--- src/design/bcs_pkg.sv ---
package bcs_pkg;

  // Pump states, shared by the sequencer core and the top level.
  localparam logic [3:0] ST_INIT  = 4'd0;
  localparam logic [3:0] ST_BACK  = 4'd1;
  localparam logic [3:0] ST_HOME  = 4'd2;
  localparam logic [3:0] ST_IDLE  = 4'd3;
  localparam logic [3:0] ST_PUSH  = 4'd4;
  localparam logic [3:0] ST_HOLD  = 4'd5;
  localparam logic [3:0] ST_PULL  = 4'd6;
  localparam logic [3:0] ST_SYNC  = 4'd7;
  localparam logic [3:0] ST_ERROR = 4'd8;

  // Drive modes.
  localparam logic [2:0] DRV_OFF      = 3'd0;
  localparam logic [2:0] DRV_REV_6V   = 3'd1;
  localparam logic [2:0] DRV_FWD_6V   = 3'd2;
  localparam logic [2:0] DRV_REV_5V   = 3'd3;
  localparam logic [2:0] DRV_FOLLOW   = 3'd4;

  // Input item functions.
  localparam logic [1:0] FUNC_TICK  = 2'd0;
  localparam logic [1:0] FUNC_START = 2'd1;
  localparam logic [1:0] FUNC_STOP  = 2'd2;
  localparam logic [1:0] FUNC_FORCE = 2'd3;

  // Configuration register indexes.
  localparam int unsigned CFG_IDX_W = 3;
  localparam logic [CFG_IDX_W-1:0] CFG_ENABLE     = 3'd0;
  localparam logic [CFG_IDX_W-1:0] CFG_PUSH_TICKS = 3'd1;
  localparam logic [CFG_IDX_W-1:0] CFG_HOLD_TICKS = 3'd2;
  localparam logic [CFG_IDX_W-1:0] CFG_PULL_HALF  = 3'd3;
  localparam logic [CFG_IDX_W-1:0] CFG_PUSH_POS   = 3'd4;
  localparam logic [CFG_IDX_W-1:0] CFG_PULL_POS   = 3'd5;
  localparam int unsigned CFG_DATA_W = 32;

  // Register defaults after reset.
  localparam logic [15:0] RST_PUSH_TICKS = 16'd36;
  localparam logic [15:0] RST_HOLD_TICKS = 16'd12;
  localparam logic [15:0] RST_PULL_HALF  = 16'd36;
  localparam logic signed [31:0] RST_PUSH_POS = 32'sd3212;
  localparam logic signed [31:0] RST_PULL_POS = 32'sd1606;

  typedef struct packed {
    logic [1:0]         func;
    logic               end_switch;
    logic [3:0]         forced_state;
    logic signed [31:0] motor_position;
  } in_item_t;

  typedef struct packed {
    logic [3:0]         state_now;
    logic [2:0]         drive_mode;
    logic               traj_load;
    logic signed [31:0] traj_from;
    logic signed [31:0] traj_to;
    logic [15:0]        traj_duration;
    logic               zero_position;
  } out_item_t;

  // Configuration as seen by the core, positions already fitted and extended.
  typedef struct packed {
    logic               enable;
    logic [15:0]        push_ticks;
    logic [15:0]        hold_ticks;
    logic [15:0]        pull_half_ticks;
    logic signed [31:0] push_position;
    logic signed [31:0] pull_position;
  } cfg_t;

  // Sequencer control state apart from the timer.
  typedef struct packed {
    logic [3:0] state;
    logic       active;
  } ctx_t;

endpackage

--- src/design/bcs_if.sv ---
interface bcs_in_if;
  logic               valid;
  logic               ready;
  logic [1:0]         func;
  logic               end_switch;
  logic [3:0]         forced_state;
  logic signed [31:0] motor_position;

  modport source (output valid, output func, output end_switch, output forced_state,
                  output motor_position, input ready);
  modport sink (input valid, input func, input end_switch, input forced_state,
                input motor_position, output ready);
endinterface

interface bcs_out_if;
  logic               valid;
  logic               ready;
  logic [3:0]         state_now;
  logic [2:0]         drive_mode;
  logic               traj_load;
  logic signed [31:0] traj_from;
  logic signed [31:0] traj_to;
  logic [15:0]        traj_duration;
  logic               zero_position;

  modport source (output valid, output state_now, output drive_mode, output traj_load,
                  output traj_from, output traj_to, output traj_duration,
                  output zero_position, input ready);
  modport sink (input valid, input state_now, input drive_mode, input traj_load,
                input traj_from, input traj_to, input traj_duration,
                input zero_position, output ready);
endinterface

--- src/design/breath_cycle_sequencer.sv ---
// Each item passes through the input register, then the result register; with the result
// taken at once, one item completes every cycle. The sustained rate is set by the
// combinational state update in the sequencer core.
// Reset (rst_ni low, asynchronous) puts the pump in init with the trajectory idle and
// its timer at zero, empties both registers, and loads the register defaults.
module breath_cycle_sequencer import bcs_pkg::*; #(
  parameter int unsigned TIME_BITS = 16,
  parameter int unsigned POS_BITS  = 32
) (
  input  logic                  clk_i,
  input  logic                  rst_ni,
  bcs_in_if.sink                in_i,
  bcs_out_if.source             out_o,
  input  logic                  cfg_we_i,
  input  logic [CFG_IDX_W-1:0]  cfg_idx_i,
  input  logic [CFG_DATA_W-1:0] cfg_data_i
);

  // Configuration registers; positions are held at the datapath width.
  logic                       enable_q;
  logic [15:0]                push_ticks_q;
  logic [15:0]                hold_ticks_q;
  logic [15:0]                pull_half_q;
  logic signed [POS_BITS-1:0] push_pos_q;
  logic signed [POS_BITS-1:0] pull_pos_q;
  cfg_t                       cfg;

  // Sequencer state.
  ctx_t                       ctx_q, ctx_d;
  logic [TIME_BITS-1:0]       time_q, time_d;

  // Input register and result register.
  logic                       in_valid_q;
  in_item_t                   in_q;
  logic                       out_valid_q;
  out_item_t                  out_q, res_d;
  logic                       advance;

  always_ff @(posedge clk_i or negedge rst_ni) begin
    if (!rst_ni) begin
      enable_q     <= 1'b1;
      push_ticks_q <= RST_PUSH_TICKS;
      hold_ticks_q <= RST_HOLD_TICKS;
      pull_half_q  <= RST_PULL_HALF;
      push_pos_q   <= RST_PUSH_POS[POS_BITS-1:0];
      pull_pos_q   <= RST_PULL_POS[POS_BITS-1:0];
    end else if (cfg_we_i) begin
      unique case (cfg_idx_i)
        CFG_ENABLE:     enable_q     <= cfg_data_i[0];
        CFG_PUSH_TICKS: push_ticks_q <= cfg_data_i[15:0];
        CFG_HOLD_TICKS: hold_ticks_q <= cfg_data_i[15:0];
        CFG_PULL_HALF:  pull_half_q  <= cfg_data_i[15:0];
        CFG_PUSH_POS:   push_pos_q   <= cfg_data_i[POS_BITS-1:0];
        CFG_PULL_POS:   pull_pos_q   <= cfg_data_i[POS_BITS-1:0];
        default:        enable_q     <= enable_q;  // unused index: drop the write
      endcase
    end
  end

  // Positions travel sign-extended to the full field width.
  assign cfg.enable          = enable_q;
  assign cfg.push_ticks      = push_ticks_q;
  assign cfg.hold_ticks      = hold_ticks_q;
  assign cfg.pull_half_ticks = pull_half_q;
  assign cfg.push_position   = 32'(push_pos_q);
  assign cfg.pull_position   = 32'(pull_pos_q);

  // The held item moves into the result register whenever that register is empty
  // or its result is taken in the same cycle. The input register refills in the
  // same cycle it drains, so transfers stream at one per cycle while results are taken.
  assign advance   = in_valid_q && (!out_valid_q || out_o.ready);
  assign in_i.ready = !in_valid_q || advance;

  always_ff @(posedge clk_i or negedge rst_ni) begin
    if (!rst_ni) begin
      in_valid_q <= 1'b0;
    end else if (in_i.ready) begin
      in_valid_q <= in_i.valid;
    end
  end

  always_ff @(posedge clk_i) begin
    if (in_i.ready && in_i.valid) begin
      in_q.func           <= in_i.func;
      in_q.end_switch     <= in_i.end_switch;
      in_q.forced_state   <= in_i.forced_state;
      in_q.motor_position <= in_i.motor_position;
    end
  end

  // Sequencer core: one item's full state update in one pass.
  bcs_step #(
    .TIME_BITS(TIME_BITS),
    .POS_BITS (POS_BITS)
  ) u_step (
    .item_i(in_q),
    .cfg_i (cfg),
    .ctx_i (ctx_q),
    .time_i(time_q),
    .ctx_o (ctx_d),
    .time_o(time_d),
    .res_o (res_d)
  );

  // Commit state only when the item actually moves on.
  always_ff @(posedge clk_i or negedge rst_ni) begin
    if (!rst_ni) begin
      ctx_q.state  <= ST_INIT;
      ctx_q.active <= 1'b0;
      time_q       <= '0;
    end else if (advance) begin
      ctx_q  <= ctx_d;
      time_q <= time_d;
    end
  end

  always_ff @(posedge clk_i or negedge rst_ni) begin
    if (!rst_ni) begin
      out_valid_q <= 1'b0;
    end else if (advance) begin
      out_valid_q <= 1'b1;
    end else if (out_o.ready) begin
      out_valid_q <= 1'b0;
    end
  end

  always_ff @(posedge clk_i) begin
    if (advance) begin
      out_q <= res_d;
    end
  end

  assign out_o.valid         = out_valid_q;
  assign out_o.state_now     = out_q.state_now;
  assign out_o.drive_mode    = out_q.drive_mode;
  assign out_o.traj_load     = out_q.traj_load;
  assign out_o.traj_from     = out_q.traj_from;
  assign out_o.traj_to       = out_q.traj_to;
  assign out_o.traj_duration = out_q.traj_duration;
  assign out_o.zero_position = out_q.zero_position;

  // A fresh trajectory restarts its timer: zero, or one if a tick advanced it.
  a_load_restarts_timer: assert property (@(posedge clk_i) disable iff (!rst_ni)
    advance && res_d.traj_load |=> (time_q == '0 || time_q == 1))
    else $error("trajectory load did not restart the timer");

  // A loaded trajectory is always followed in the same result.
  a_load_follows: assert property (@(posedge clk_i) disable iff (!rst_ni)
    out_valid_q && out_q.traj_load |-> out_q.drive_mode == DRV_FOLLOW)
    else $error("trajectory loaded without follow mode");

  // Position zeroing only comes with the end of homing.
  a_zero_in_idle: assert property (@(posedge clk_i) disable iff (!rst_ni)
    out_valid_q && out_q.zero_position |-> out_q.state_now == ST_IDLE && !out_q.traj_load)
    else $error("position zeroed outside home-to-idle");

  // A held item that cannot move on stays held.
  a_hold_input: assert property (@(posedge clk_i) disable iff (!rst_ni)
    in_valid_q && !advance |=> in_valid_q)
    else $error("stalled input item lost");

endmodule

--- src/design/bcs_step.sv ---
module bcs_step import bcs_pkg::*; #(
  parameter int unsigned TIME_BITS = 16,
  parameter int unsigned POS_BITS  = 32
) (
  input  in_item_t             item_i,
  input  cfg_t                 cfg_i,
  input  ctx_t                 ctx_i,
  input  logic [TIME_BITS-1:0] time_i,
  output ctx_t                 ctx_o,
  output logic [TIME_BITS-1:0] time_o,
  output out_item_t            res_o
);

  localparam int unsigned CMP_W = (TIME_BITS > 16) ? TIME_BITS : 16;

  logic signed [POS_BITS-1:0] pos_fit;
  logic signed [31:0]         pos_ext;
  logic [CMP_W-1:0]           t_ext;
  logic [CMP_W-1:0]           push_ext;
  logic [CMP_W-1:0]           hold_ext;
  logic [CMP_W-1:0]           pull_ext;
  logic                       go;
  logic [3:0]                 target;
  logic [3:0]                 ns;
  logic                       na;
  logic [TIME_BITS-1:0]       nt;
  logic                       zero;
  logic                       ld;
  logic signed [31:0]         ld_from;
  logic signed [31:0]         ld_to;
  logic [15:0]                ld_dur;
  logic [2:0]                 mode;

  // Reduce the motor position to the datapath width, then sign-extend.
  assign pos_fit  = item_i.motor_position[POS_BITS-1:0];
  assign pos_ext  = 32'(pos_fit);
  assign t_ext    = CMP_W'(time_i);
  assign push_ext = CMP_W'(cfg_i.push_ticks);
  assign hold_ext = CMP_W'(cfg_i.hold_ticks);
  assign pull_ext = CMP_W'(cfg_i.pull_half_ticks);

  // Pick the requested transition.
  always_comb begin
    go     = 1'b0;
    target = ctx_i.state;
    zero   = 1'b0;
    unique case (item_i.func)
      FUNC_TICK: begin
        if (cfg_i.enable) begin
          if (ctx_i.state == ST_PUSH && t_ext > push_ext) begin
            go = 1'b1; target = ST_HOLD;
          end else if (ctx_i.state == ST_HOLD && t_ext > hold_ext) begin
            go = 1'b1; target = ST_PULL;
          end else if (ctx_i.state == ST_PULL && t_ext > pull_ext) begin
            go = 1'b1; target = ST_SYNC;
          end else if (ctx_i.state == ST_SYNC && t_ext > pull_ext) begin
            go = 1'b1; target = ST_PUSH;
          end else if (ctx_i.state == ST_INIT && item_i.end_switch) begin
            go = 1'b1; target = ST_BACK;
          end else if (ctx_i.state == ST_BACK && !item_i.end_switch) begin
            go = 1'b1; target = ST_HOME;
          end else if (ctx_i.state == ST_HOME && item_i.end_switch) begin
            go = 1'b1; target = ST_IDLE; zero = 1'b1;
          end
        end
      end
      FUNC_START: begin
        go     = cfg_i.enable && (ctx_i.state == ST_IDLE);
        target = ST_PUSH;
      end
      FUNC_STOP: begin
        go     = cfg_i.enable;
        target = ST_INIT;
      end
      FUNC_FORCE: begin
        go     = (item_i.forced_state <= ST_ERROR);
        target = item_i.forced_state;
      end
      default: go = 1'b0;
    endcase
  end

  // Enter the new state, load trajectories, run the timer.
  always_comb begin
    ns      = ctx_i.state;
    na      = ctx_i.active;
    nt      = time_i;
    ld      = 1'b0;
    ld_from = '0;
    ld_to   = '0;
    ld_dur  = '0;
    if (go && target != ctx_i.state) begin
      ns = target;
      case (target)
        ST_PUSH: begin
          ld      = 1'b1;
          ld_from = pos_ext;
          ld_to   = cfg_i.push_position;
          ld_dur  = cfg_i.push_ticks;
        end
        ST_HOLD: begin
          ld      = 1'b1;
          ld_from = cfg_i.push_position;
          ld_to   = cfg_i.push_position;
          ld_dur  = cfg_i.hold_ticks;
        end
        ST_PULL: begin
          ld      = 1'b1;
          ld_from = cfg_i.push_position;
          ld_to   = cfg_i.pull_position;
          ld_dur  = cfg_i.pull_half_ticks;
        end
        ST_SYNC: begin
          ld      = 1'b1;
          ld_from = pos_ext;
          ld_to   = cfg_i.pull_position;
          ld_dur  = cfg_i.pull_half_ticks;
        end
        ST_IDLE: na = 1'b0;
        default: na = ctx_i.active;
      endcase
      if (ld) begin
        nt = '0;
        na = 1'b1;
      end
    end
    if (item_i.func == FUNC_TICK) begin
      if (cfg_i.enable && ns <= ST_IDLE) na = 1'b0;
      if (na && nt != '1) nt = nt + 1'b1;
    end
  end

  always_comb begin
    if (na) begin
      mode = DRV_FOLLOW;
    end else begin
      case (ns)
        ST_INIT: mode = DRV_REV_6V;
        ST_BACK: mode = DRV_FWD_6V;
        ST_HOME: mode = DRV_REV_5V;
        default: mode = DRV_OFF;
      endcase
    end
  end

  assign res_o = '{state_now: ns, drive_mode: mode, traj_load: ld, traj_from: ld_from,
                   traj_to: ld_to, traj_duration: ld_dur, zero_position: zero};
  assign ctx_o.state  = ns;
  assign ctx_o.active = na;
  assign time_o       = nt;

endmodule

--- src/flat_wrapper.sv ---
// flat-port wrapper written by rule: the top's interface ports become plain ports
module breath_cycle_sequencer_flat import bcs_pkg::*;
#(
  parameter int unsigned TIME_BITS = 16,
  parameter int unsigned POS_BITS  = 32
)
  (clk_i, rst_ni, cfg_we_i, cfg_idx_i, cfg_data_i, in_i_valid, in_i_func, in_i_end_switch, in_i_forced_state, in_i_motor_position, in_i_ready, out_o_valid, out_o_state_now, out_o_drive_mode, out_o_traj_load, out_o_traj_from, out_o_traj_to, out_o_traj_duration, out_o_zero_position, out_o_ready);
  bcs_in_if in_i_i ();
  bcs_out_if out_o_i ();
  input  logic clk_i;
  input  logic rst_ni;
  input  logic cfg_we_i;
  input  logic [CFG_IDX_W-1:0] cfg_idx_i;
  input  logic [CFG_DATA_W-1:0] cfg_data_i;
  input wire logic [$bits(in_i_i.valid)-1:0] in_i_valid;
  input wire logic [$bits(in_i_i.func)-1:0] in_i_func;
  input wire logic [$bits(in_i_i.end_switch)-1:0] in_i_end_switch;
  input wire logic [$bits(in_i_i.forced_state)-1:0] in_i_forced_state;
  input wire logic [$bits(in_i_i.motor_position)-1:0] in_i_motor_position;
  output wire logic [$bits(in_i_i.ready)-1:0] in_i_ready;
  output wire logic [$bits(out_o_i.valid)-1:0] out_o_valid;
  output wire logic [$bits(out_o_i.state_now)-1:0] out_o_state_now;
  output wire logic [$bits(out_o_i.drive_mode)-1:0] out_o_drive_mode;
  output wire logic [$bits(out_o_i.traj_load)-1:0] out_o_traj_load;
  output wire logic [$bits(out_o_i.traj_from)-1:0] out_o_traj_from;
  output wire logic [$bits(out_o_i.traj_to)-1:0] out_o_traj_to;
  output wire logic [$bits(out_o_i.traj_duration)-1:0] out_o_traj_duration;
  output wire logic [$bits(out_o_i.zero_position)-1:0] out_o_zero_position;
  input wire logic [$bits(out_o_i.ready)-1:0] out_o_ready;
  assign in_i_i.valid = in_i_valid;
  assign in_i_i.func = in_i_func;
  assign in_i_i.end_switch = in_i_end_switch;
  assign in_i_i.forced_state = in_i_forced_state;
  assign in_i_i.motor_position = in_i_motor_position;
  assign in_i_ready = in_i_i.ready;
  assign out_o_valid = out_o_i.valid;
  assign out_o_state_now = out_o_i.state_now;
  assign out_o_drive_mode = out_o_i.drive_mode;
  assign out_o_traj_load = out_o_i.traj_load;
  assign out_o_traj_from = out_o_i.traj_from;
  assign out_o_traj_to = out_o_i.traj_to;
  assign out_o_traj_duration = out_o_i.traj_duration;
  assign out_o_zero_position = out_o_i.zero_position;
  assign out_o_i.ready = out_o_ready;
  breath_cycle_sequencer #(.TIME_BITS(TIME_BITS), .POS_BITS(POS_BITS)) u_core (.clk_i(clk_i), .rst_ni(rst_ni), .in_i(in_i_i), .out_o(out_o_i), .cfg_we_i(cfg_we_i), .cfg_idx_i(cfg_idx_i), .cfg_data_i(cfg_data_i));
endmodule
--- config.mk ---
export PLATFORM = sky130hd
export DESIGN_NAME = breath_cycle_sequencer_flat
export DESIGN_NICKNAME = d
export VERILOG_FILES = /design/src/design/bcs_pkg.sv /design/src/design/bcs_if.sv /design/src/design/breath_cycle_sequencer.sv /design/src/design/bcs_step.sv /design/src/flat_wrapper.sv
export SDC_FILE = /design/constraint.sdc
export NUM_CORES = 1
export LEC_CHECK = 0
export ABC_CLOCK_PERIOD_IN_PS = 5850
export BUFFER_PORTS_ARGS = -buffer_cell sky130_fd_sc_hd__buf_2
export CAP_MARGIN = 0
export CELL_PAD_IN_SITES_DETAIL_PLACEMENT = 0
export CELL_PAD_IN_SITES_GLOBAL_PLACEMENT = 1
export CORE_MARGIN = 3
export CORE_UTILIZATION = 46
export CTS_BUF_LIST = sky130_fd_sc_hd__clkbuf_8 sky130_fd_sc_hd__clkbuf_16
export CTS_CLUSTER_SIZE = 40
export DETAILED_ROUTE_END_ITERATION = 8
export GPL_ROUTABILITY_DRIVEN = 0
export PLACE_DENSITY_LB_ADDON = 0.1
export SYNTH_ARGS = -nofsm -noshare
export SYNTH_HDL_FRONTEND = slang
export SYNTH_SLANG_ARGS = --single-unit
--- constraint.sdc ---
create_clock -name clk_i -period 5.85 [get_ports clk_i]
set_input_delay 1.17 -clock clk_i [delete_from_list [all_inputs] [get_ports clk_i]]
set_output_delay 1.17 -clock clk_i [all_outputs]
set_load 0.005 [all_outputs]
==> metrics.yaml, run 1 <==
synth:
  async_flop_share_pct: 51.5
  synth_seq_cells: 264
  synth_most_common_cell: "nand2_1"
  ys_top_cells_by_area: "edfxtp_1 (31%), dfrtp_1 (24%), mux2_2 (7.8%)"
  synth_top_area_share_pct: 30.9
  ys_types: 79
  synth_commonest_cells: "nand2_1 (200), edfxtp_1 (128), dfrtp_1 (119)"
  ys.flop_type: "edfxtp_1"
  synthesis.nets: 1233
  avgSynthCellArea_um2: 11.3
  synth_largest_area_cell: "edfxtp_1"
  ys_seq_area_share_pct: 58.3
  yosys_warnings: 0
  netlist_instances: 1105
  synth-edff-count: 128
  netlist_area_mm2: 0.0125
die:
  io-pin-count: 170
  fp-row-count: 59
  die_x_um: 171
  core_mm2: 0.0264
  dieArea_mm2: 0.0291
  dieHeight_um: 171
  start_util_pct: 47.3
job:
  drv_cap: 0
setup_path:
  crit_path_end_kind: "register"
  max_stage_delay_ns: 0.52
  path_class: "reg2reg"
  critPathLaunchType: "register"
  path_cells: "inv_1 -> ha_1 -> a21oi_1 -> o21ai_1 -> a221o_1 -> o31ai_1 -> a21o_1 -> o311ai_1 -> nand2_4 -> inv_1 -> nor2_1 -> ha_1 -> nand3_1 -> nor4_1 -> or2_2 -> nor3_1 -> a32o_1 -> a31o_1"
  critPathTopFamily: "compound AO/OA/AOI/OAI gates"
  cp_max_fo: 20
  slowest_stage: "dfstp_2"
  critPathArrivalTime_ns: 4.94
  path_buf_inv: 2
  critPathRequiredTime_ns: 6.30
power:
  seqPwrFrac_pct: 45.1
  power_switching_mw: 1.61
  peakVddDrop_uv: 268
  internal_power_mw: 3.84
  clockPowerShare_pct: 34.9
  sw_frac_of_total_pct: 29.5
  power.density_mw_per_mm2: 373
  combPwrFrac_pct: 19.9
  power_leakage_nw: 6.23
clock_network:
  cts_root_buf: "clkbuf_16"
  cts_hold_buf: 0
  postCtsResizedCells: 0
  numClockSinks: 264
  cts_buffers: 29
  insertion_delay_ns: 0.56
  clk_pin_slew_worst_paths_ns: 0.07
  cts_buffer_depth: 3
  post_cts_buffers: 0
  cts_tree: "yes"
  cts_max_level: 1
detailed_routing:
  via_per_inst: 5.45
  drtIter0Drc: 654
  wl_per_cell_um: 19.4
  drtAntennaViolNets: 0
  drc_errors: 0
  num_vias: 8808
  drt-total-wl_mm: 31.4
  dr.pass1.iters: 5
grt:
  grt_start_max_net_pins: 89
  overflow: 0
  grt_pass1_vias: 8656
  grt_antenna_before_repair: 3
  grt_usage_pct: 21.6
  grt_pass1_wl_mm: 49.4
sta:
  finClkSkew_ns: 0.0134
  slew_viol_final: 0
  fin_crit_ns: 4.48
  rsz0062_at_grt: "false"
  slew_headroom_pct: 25.6
  hold_slack_ns: 0.493
  fin_crit_sh_pct: 76.6
  max_freq_mhz: 223
  finalSetupViolCount: 0
  worstMarginPinSlew_ns: 1.12
  hold_viol: 0
  tns_ns: 0
finish:
  diodes: 0
  drive_gt1_share_pct: 27.4
  area.growth.synth_to_final_pct: 17.2
  final_net_count: 1385
  fillers: 2365
placement:
  io_buffers: 169
  dp_hpwl_mm: 20.8
status:
  status: "complete, no violations"
hold_path:
  hp-class: "reg2reg"
==> final timing paths <==
kind,slack (ns),start,end,depth (start not counted)
worst max-delay path,1.37,u_core.push_ticks_q[5],u_core.time_q[5],18
worst min-delay path,0.49,u_core.in_valid_q,u_core.out_o.valid,1
worst max register to register,1.37,u_core.push_ticks_q[5],u_core.time_q[5],18
worst min register to register,0.49,u_core.in_valid_q,u_core.out_o.valid,1
max in group asynchronous,3.93,rst_ni,u_core.pull_pos_q[0],2
min in group asynchronous,0.70,rst_ni,u_core.push_ticks_q[6],1
==> cell families after synthesis <==
logic type	Yosys count	share of synthesized area, %
fa+ha+maj	49	4.92
flops	264	58.3
buf+inv	117	3.80
simple gates	331	11.5
compound gates	239	12.2
mux	91	8.18
xor+xnor	14	1.10
==> registers in the layout, summed over array words and instances, names as in the netlist <==
register	cells
u_core.pull_pos_q	32
u_core.enable_q	1
u_core.out_o.traj_duration	16
u_core.out_o.traj_from	32
u_core.push_pos_q	32
u_core.out_o.traj_load	1
u_core.out_o.valid	1
u_core.out_o.zero_position	1
u_core.time_q	16
u_core.out_o.traj_to	32
u_core.ctx_q	5
u_core.out_o.drive_mode	3
u_core.push_ticks_q	16
u_core.pull_half_q	16
u_core.out_o.state_now	4
u_core.hold_ticks_q	16
u_core.in_q	39
u_core.in_valid_q	1
==> power by group through the flow <==
stage	clock (mW)	sequential (mW)	combinational, mW
2_1_floorplan	0	2.42	0.775
3_3_place_gp	0	2.48	1.08
3_5_place_dp	0	2.49	1.10
4_1_cts	1.94	2.46	1.10
5_1_grt	2.03	2.49	1.23
6_report	1.90	2.46	1.09
==> per-stage QoR <==
step / setup slack, ns / instances / total power [mW] / instance area (um2) / util (%)
3_5_place_dp: 1.39 / 1561 / 3.58 / 13600 / 51.6
2_1_floorplan: 1.60 / 1105 / 3.20 / 12500 / -
3_3_place_gp: 1.48 / 1561 / 3.57 / 13600 / 51.6
5_1_grt: 0.890 / 1615 / 5.76 / 14600 / 55.4
4_1_cts: 1.39 / 1615 / 5.50 / 14600 / 55.4
6_report: 1.37 / 1615 / 5.45 / 14600 / 55.4
==> cell type report <==
type | count | area [um2] | area share, %
well taps | 335 | 419 | 2.87
clock buffers | 31 | 753 | 5.16
multi-input cells | 724 | 4750 | 32.5
clock inverters | 23 | 246 | 1.69
repair buffers | 179 | 940 | 6.43
inverters | 59 | 224 | 1.53
flip-flops and latches | 264 | 7270 | 49.8
==> routing by layer <==
metal,track usage (%),part of all wire (%),vias up
li1,-,-,4239
met1,31.5,47,4313
met2,34.4,46,211
met3,3.90,5.2,39
met4,3.99,1.5,6
met5,0,0.086,-
==> cell usage in the layout (no fill, tap or decap), types with 11 or more instances in the layout <==
cell type	n
a211oi_1	20
a21oi_1	99
buf_2	168
clkbuf_16	29
dfrtp_1	119
dfstp_2	17
edfxtp_1	128
ha_1	49
inv_1	61
mux2_2	86
nand2_1	199
nand3_1	22
nor2_1	49
nor3_1	13
o21ai_0	59
xor2_1	11
Note: power is estimated with default switching activity, not from simulation.
==> run 2, diff against run 1 <==
--- a/config.mk
+++ b/config.mk
@@ -5,13 +5,14 @@
 export SDC_FILE = /design/constraint.sdc
 export NUM_CORES = 1
 export LEC_CHECK = 0
-export ABC_CLOCK_PERIOD_IN_PS = 5850
+export ABC_AREA = 1
+export ABC_CLOCK_PERIOD_IN_PS = 4430
 export BUFFER_PORTS_ARGS = -buffer_cell sky130_fd_sc_hd__buf_2
 export CAP_MARGIN = 0
 export CELL_PAD_IN_SITES_DETAIL_PLACEMENT = 0
 export CELL_PAD_IN_SITES_GLOBAL_PLACEMENT = 1
 export CORE_MARGIN = 3
-export CORE_UTILIZATION = 46
+export CORE_UTILIZATION = 44
 export CTS_BUF_LIST = sky130_fd_sc_hd__clkbuf_8 sky130_fd_sc_hd__clkbuf_16
 export CTS_CLUSTER_SIZE = 40
 export DETAILED_ROUTE_END_ITERATION = 8
==> constraint.sdc (replaced) <==
create_clock -name clk_i -period 4.43 [get_ports clk_i]
set_input_delay 0.886 -clock clk_i [delete_from_list [all_inputs] [get_ports clk_i]]
set_output_delay 0.886 -clock clk_i [all_outputs]
set_load 0.005 [all_outputs]
==> run 2 against run 1 <==
- hold slack got worse by 0.085 ns
- final cell count increased by 17%
- total power increased by 34%
- via count increased by 10%
- die area increased by 4.9%
- wire length increased by 8.0%
==> metrics.yaml, run 2 <==
detailed_routing:
  drc_errors: 0  # unchanged
  drtAntennaViolNets: 0  # unchanged
  drt-total-wl_mm: 33.9  # +8.0%
  drtIter0Drc: 576  # -12%
  via_per_inst: 5.14  # -5.8%
  wl_per_cell_um: 18.0  # -7.5%
  dr.pass1.iters: 5  # unchanged
  num_vias: 9691  # +10%
grt:
  overflow: 0  # unchanged
  grt_antenna_before_repair: 1  # -2
  grt_pass1_vias: 9447  # +9.1%
  grt_start_max_net_pins: 96  # +7.9%
  grt_usage_pct: 22.1  # +0.56 points
  grt_pass1_wl_mm: 53.9  # +8.9%
setup_path:
  path_class: "reg2reg"
  cp_max_fo: 19  # -5.0%
  crit_path_end_kind: "register"
  path_buf_inv: 4  # +2
  critPathArrivalTime_ns: 4.46  # -0.48 ns
  timing.rr.start: "u_core.pull_half_q[5]"
  crit_top_cell: "nand2_1"
  max_stage_delay_ns: 0.52  # about the same
  critPathLaunchType: "register"
  crit_start: "u_core.pull_half_q[5]"
  critPathTopFamily: "simple AND/OR/NAND/NOR gates"
  critPathRequiredTime_ns: 4.88  # -1.42 ns
  slowest_stage: "dfstp_2"
power:
  power_leakage_nw: 6.73  # +8.0%
  peakVddDrop_uv: 341  # +27%
  power.density_mw_per_mm2: 494  # +32%
clock_network:
  clk_pin_slew_worst_paths_ns: 0.06  # about the same
  cts_max_level: 1  # unchanged
  cts_buffers: 28  # -3.4%
  numClockSinks: 264  # unchanged
  cts_buffer_depth: 3  # unchanged
  cts_hold_buf: 0  # unchanged
  insertion_delay_ns: 0.56  # about the same
  cts_root_buf: "clkbuf_16"
  cts_tree: "yes"
sta:
  finClkSkew_ns: 0.0255  # +0.0121 ns
  hold_viol: 0  # unchanged
  rsz0062_at_grt: "false"
  slew_viol_final: 0  # unchanged
  slew_headroom_pct: 23.4  # -2.2 points
  max_freq_mhz: 249  # +12%
  tns_ns: 0  # unchanged
  fin_crit_sh_pct: 90.6  # +14 points
  fin_crit_ns: 4.01  # -0.467 ns
  hold_slack_ns: 0.408  # -0.0847 ns
  worstMarginPinSlew_ns: 1.14  # +0.0283 ns
  finalSetupViolCount: 0  # unchanged
finish:
  fillers: 2634  # +11%
  most-common-layout-cells: "nand2_1 (351), buf_2 (168), o21ai_0 (160)"
  diodes: 0  # unchanged
  drive_gt1_share_pct: 19.9  # -7.5 points
  largest_reg_flops: 39  # unchanged
  top_register: "u_core.in_q"
  layout_commonest_cell: "nand2_1"
  area.growth.synth_to_final_pct: 17.9
  final_net_count: 1614  # +17%
synth:
  synth_commonest_cells: "nand2_1 (353), o21ai_0 (160), inv_1 (142)"
  synth_top_area_share_pct: 30.7  # -0.14 points
  avgSynthCellArea_um2: 9.45  # -16%
  synth_seq_cells: 264  # unchanged
  synth_largest_area_cell: "edfxtp_1"
  ys_seq_area_share_pct: 58.1  # -0.27 points
  synth-edff-count: 128  # unchanged
  ys.flop_type: "edfxtp_1"
  yosys_warnings: 0  # unchanged
  ys_types: 43  # -46%
  netlist_instances: 1324  # +20%
  synthesis.nets: 1452  # +18%
  netlist_area_mm2: 0.0125  # +0.47%
  ys_top_cells_by_area: "edfxtp_1 (31%), dfrtp_1 (24%), nand2_1 (11%)"
  async_flop_share_pct: 51.5  # unchanged
  synth_most_common_cell: "nand2_1"
die:
  start_util_pct: 44.8  # -2.5 points
  dieArea_mm2: 0.0305  # +4.9%
  dieHeight_um: 175  # +2.4%
  die_x_um: 175  # +2.4%
  fp-row-count: 61  # +3.4%
  core_mm2: 0.0279  # +6.0%
  io-pin-count: 170  # unchanged
placement:
  io_buffers: 169  # unchanged
  dp_hpwl_mm: 23.0  # +10%
job:
  drv_cap: 0  # unchanged
hold_path:
  hp-class: "in2async"
status:
  status: "complete, no violations"
run 2: cell types whose count changed after synthesis, sizes merged, moves of 7 or more:
cell,delta
nor2,+7
buf,-7
mux2,-86
o22ai,+13
inv,+89
nand3,+22
a21oi,+9
nand2,+163
o21ai,+104
a211oi,-22
run 2: worst paths after layout:
path	slack, ns	depth (start not counted)	end
setup / recovery	0.42	31	u_core.time_q[8]
max in group asynchronous	3.08	2	u_core.push_pos_q[11]
setup reg to reg	0.42	31	u_core.time_q[8]
hold / removal	0.41	1	u_core.time_q[4]
hold reg to reg	0.48	2	u_core.pull_pos_q[14]
min in group clk_i	0.48	2	u_core.pull_pos_q[14]
run 2: routing by layer:
| layer | vias to the layer above | part of all wire [%] | global-route usage (%) |
|---|---|---|---|
| li1 | 4757 | - | - |
| met2 | 275 | 46 | 35.7 |
| met5 | - | 0.021 | 0 |
| met1 | 4607 | 47 | 32.1 |
| met4 | 2 | 2.4 | 5.39 |
| met3 | 50 | 4.6 | 2.87 |
run 2: where the power goes:
| group | internal [mW] | leakage (nW) | switching, mW | total, mW |
|---|---|---|---|---|
| sequential | 3.02 | 2.96 | 0.235 | 3.26 |
| combinational | 0.493 | 3.25 | 1.05 | 1.54 |
| clock | 1.49 | 0.513 | 1.00 | 2.49 |
| total | 5.00 | 6.73 | 2.29 | 7.29 |
run 2: per-stage QoR:
step	power (mW)	worst slack [ns]	instance area, um2	cells	util, %
4_1_cts	7.36	0.353	14700	1886	52.8
5_1_grt	7.69	0.0213	14800	1886	52.8
6_report	7.29	0.416	14800	1886	52.8
2_1_floorplan	4.25	0.965	12500	1324	-
3_5_place_dp	4.85	0.388	13700	1834	49.2
3_3_place_gp	4.84	0.469	13700	1834	49.2
run 2: repair_timing:
action                     4_1_cts  5_1_grt
setup buffers                    0        0
setup endpoints to repair        0        8
resized for setup                0        1
run 2: cell type report:
| type | count | area, um2 | area share (%) |
|---|---|---|---|
| Clock buffer | 37 | 825 | 5.59 |
| Clock inverter | 15 | 178 | 1.20 |
| Inverter | 150 | 568 | 3.85 |
| Multi-Input combinational cell | 855 | 4460 | 30.2 |
| Sequential cell | 264 | 7270 | 49.3 |
| Tap cell | 378 | 473 | 3.21 |
| Timing Repair Buffer | 187 | 987 | 6.69 |
run 2: cells by family (layout without fill, tap and decap cells):
kind of cell | after synthesis | in the layout | share of synthesized area, %
AND/OR/NAND/NOR | 496 | 496 | 17.4
AO/OA/AOI/OAI | 304 | 304 | 12.7
flip-flops | 264 | 264 | 58.1
buffers and inverters | 205 | 389 | 6.52
adder cells (fa/ha/maj) | 49 | 49 | 4.90
XOR/XNOR | 5 | 5 | 0.350
multiplexers | 1 | 1 | 0.0800
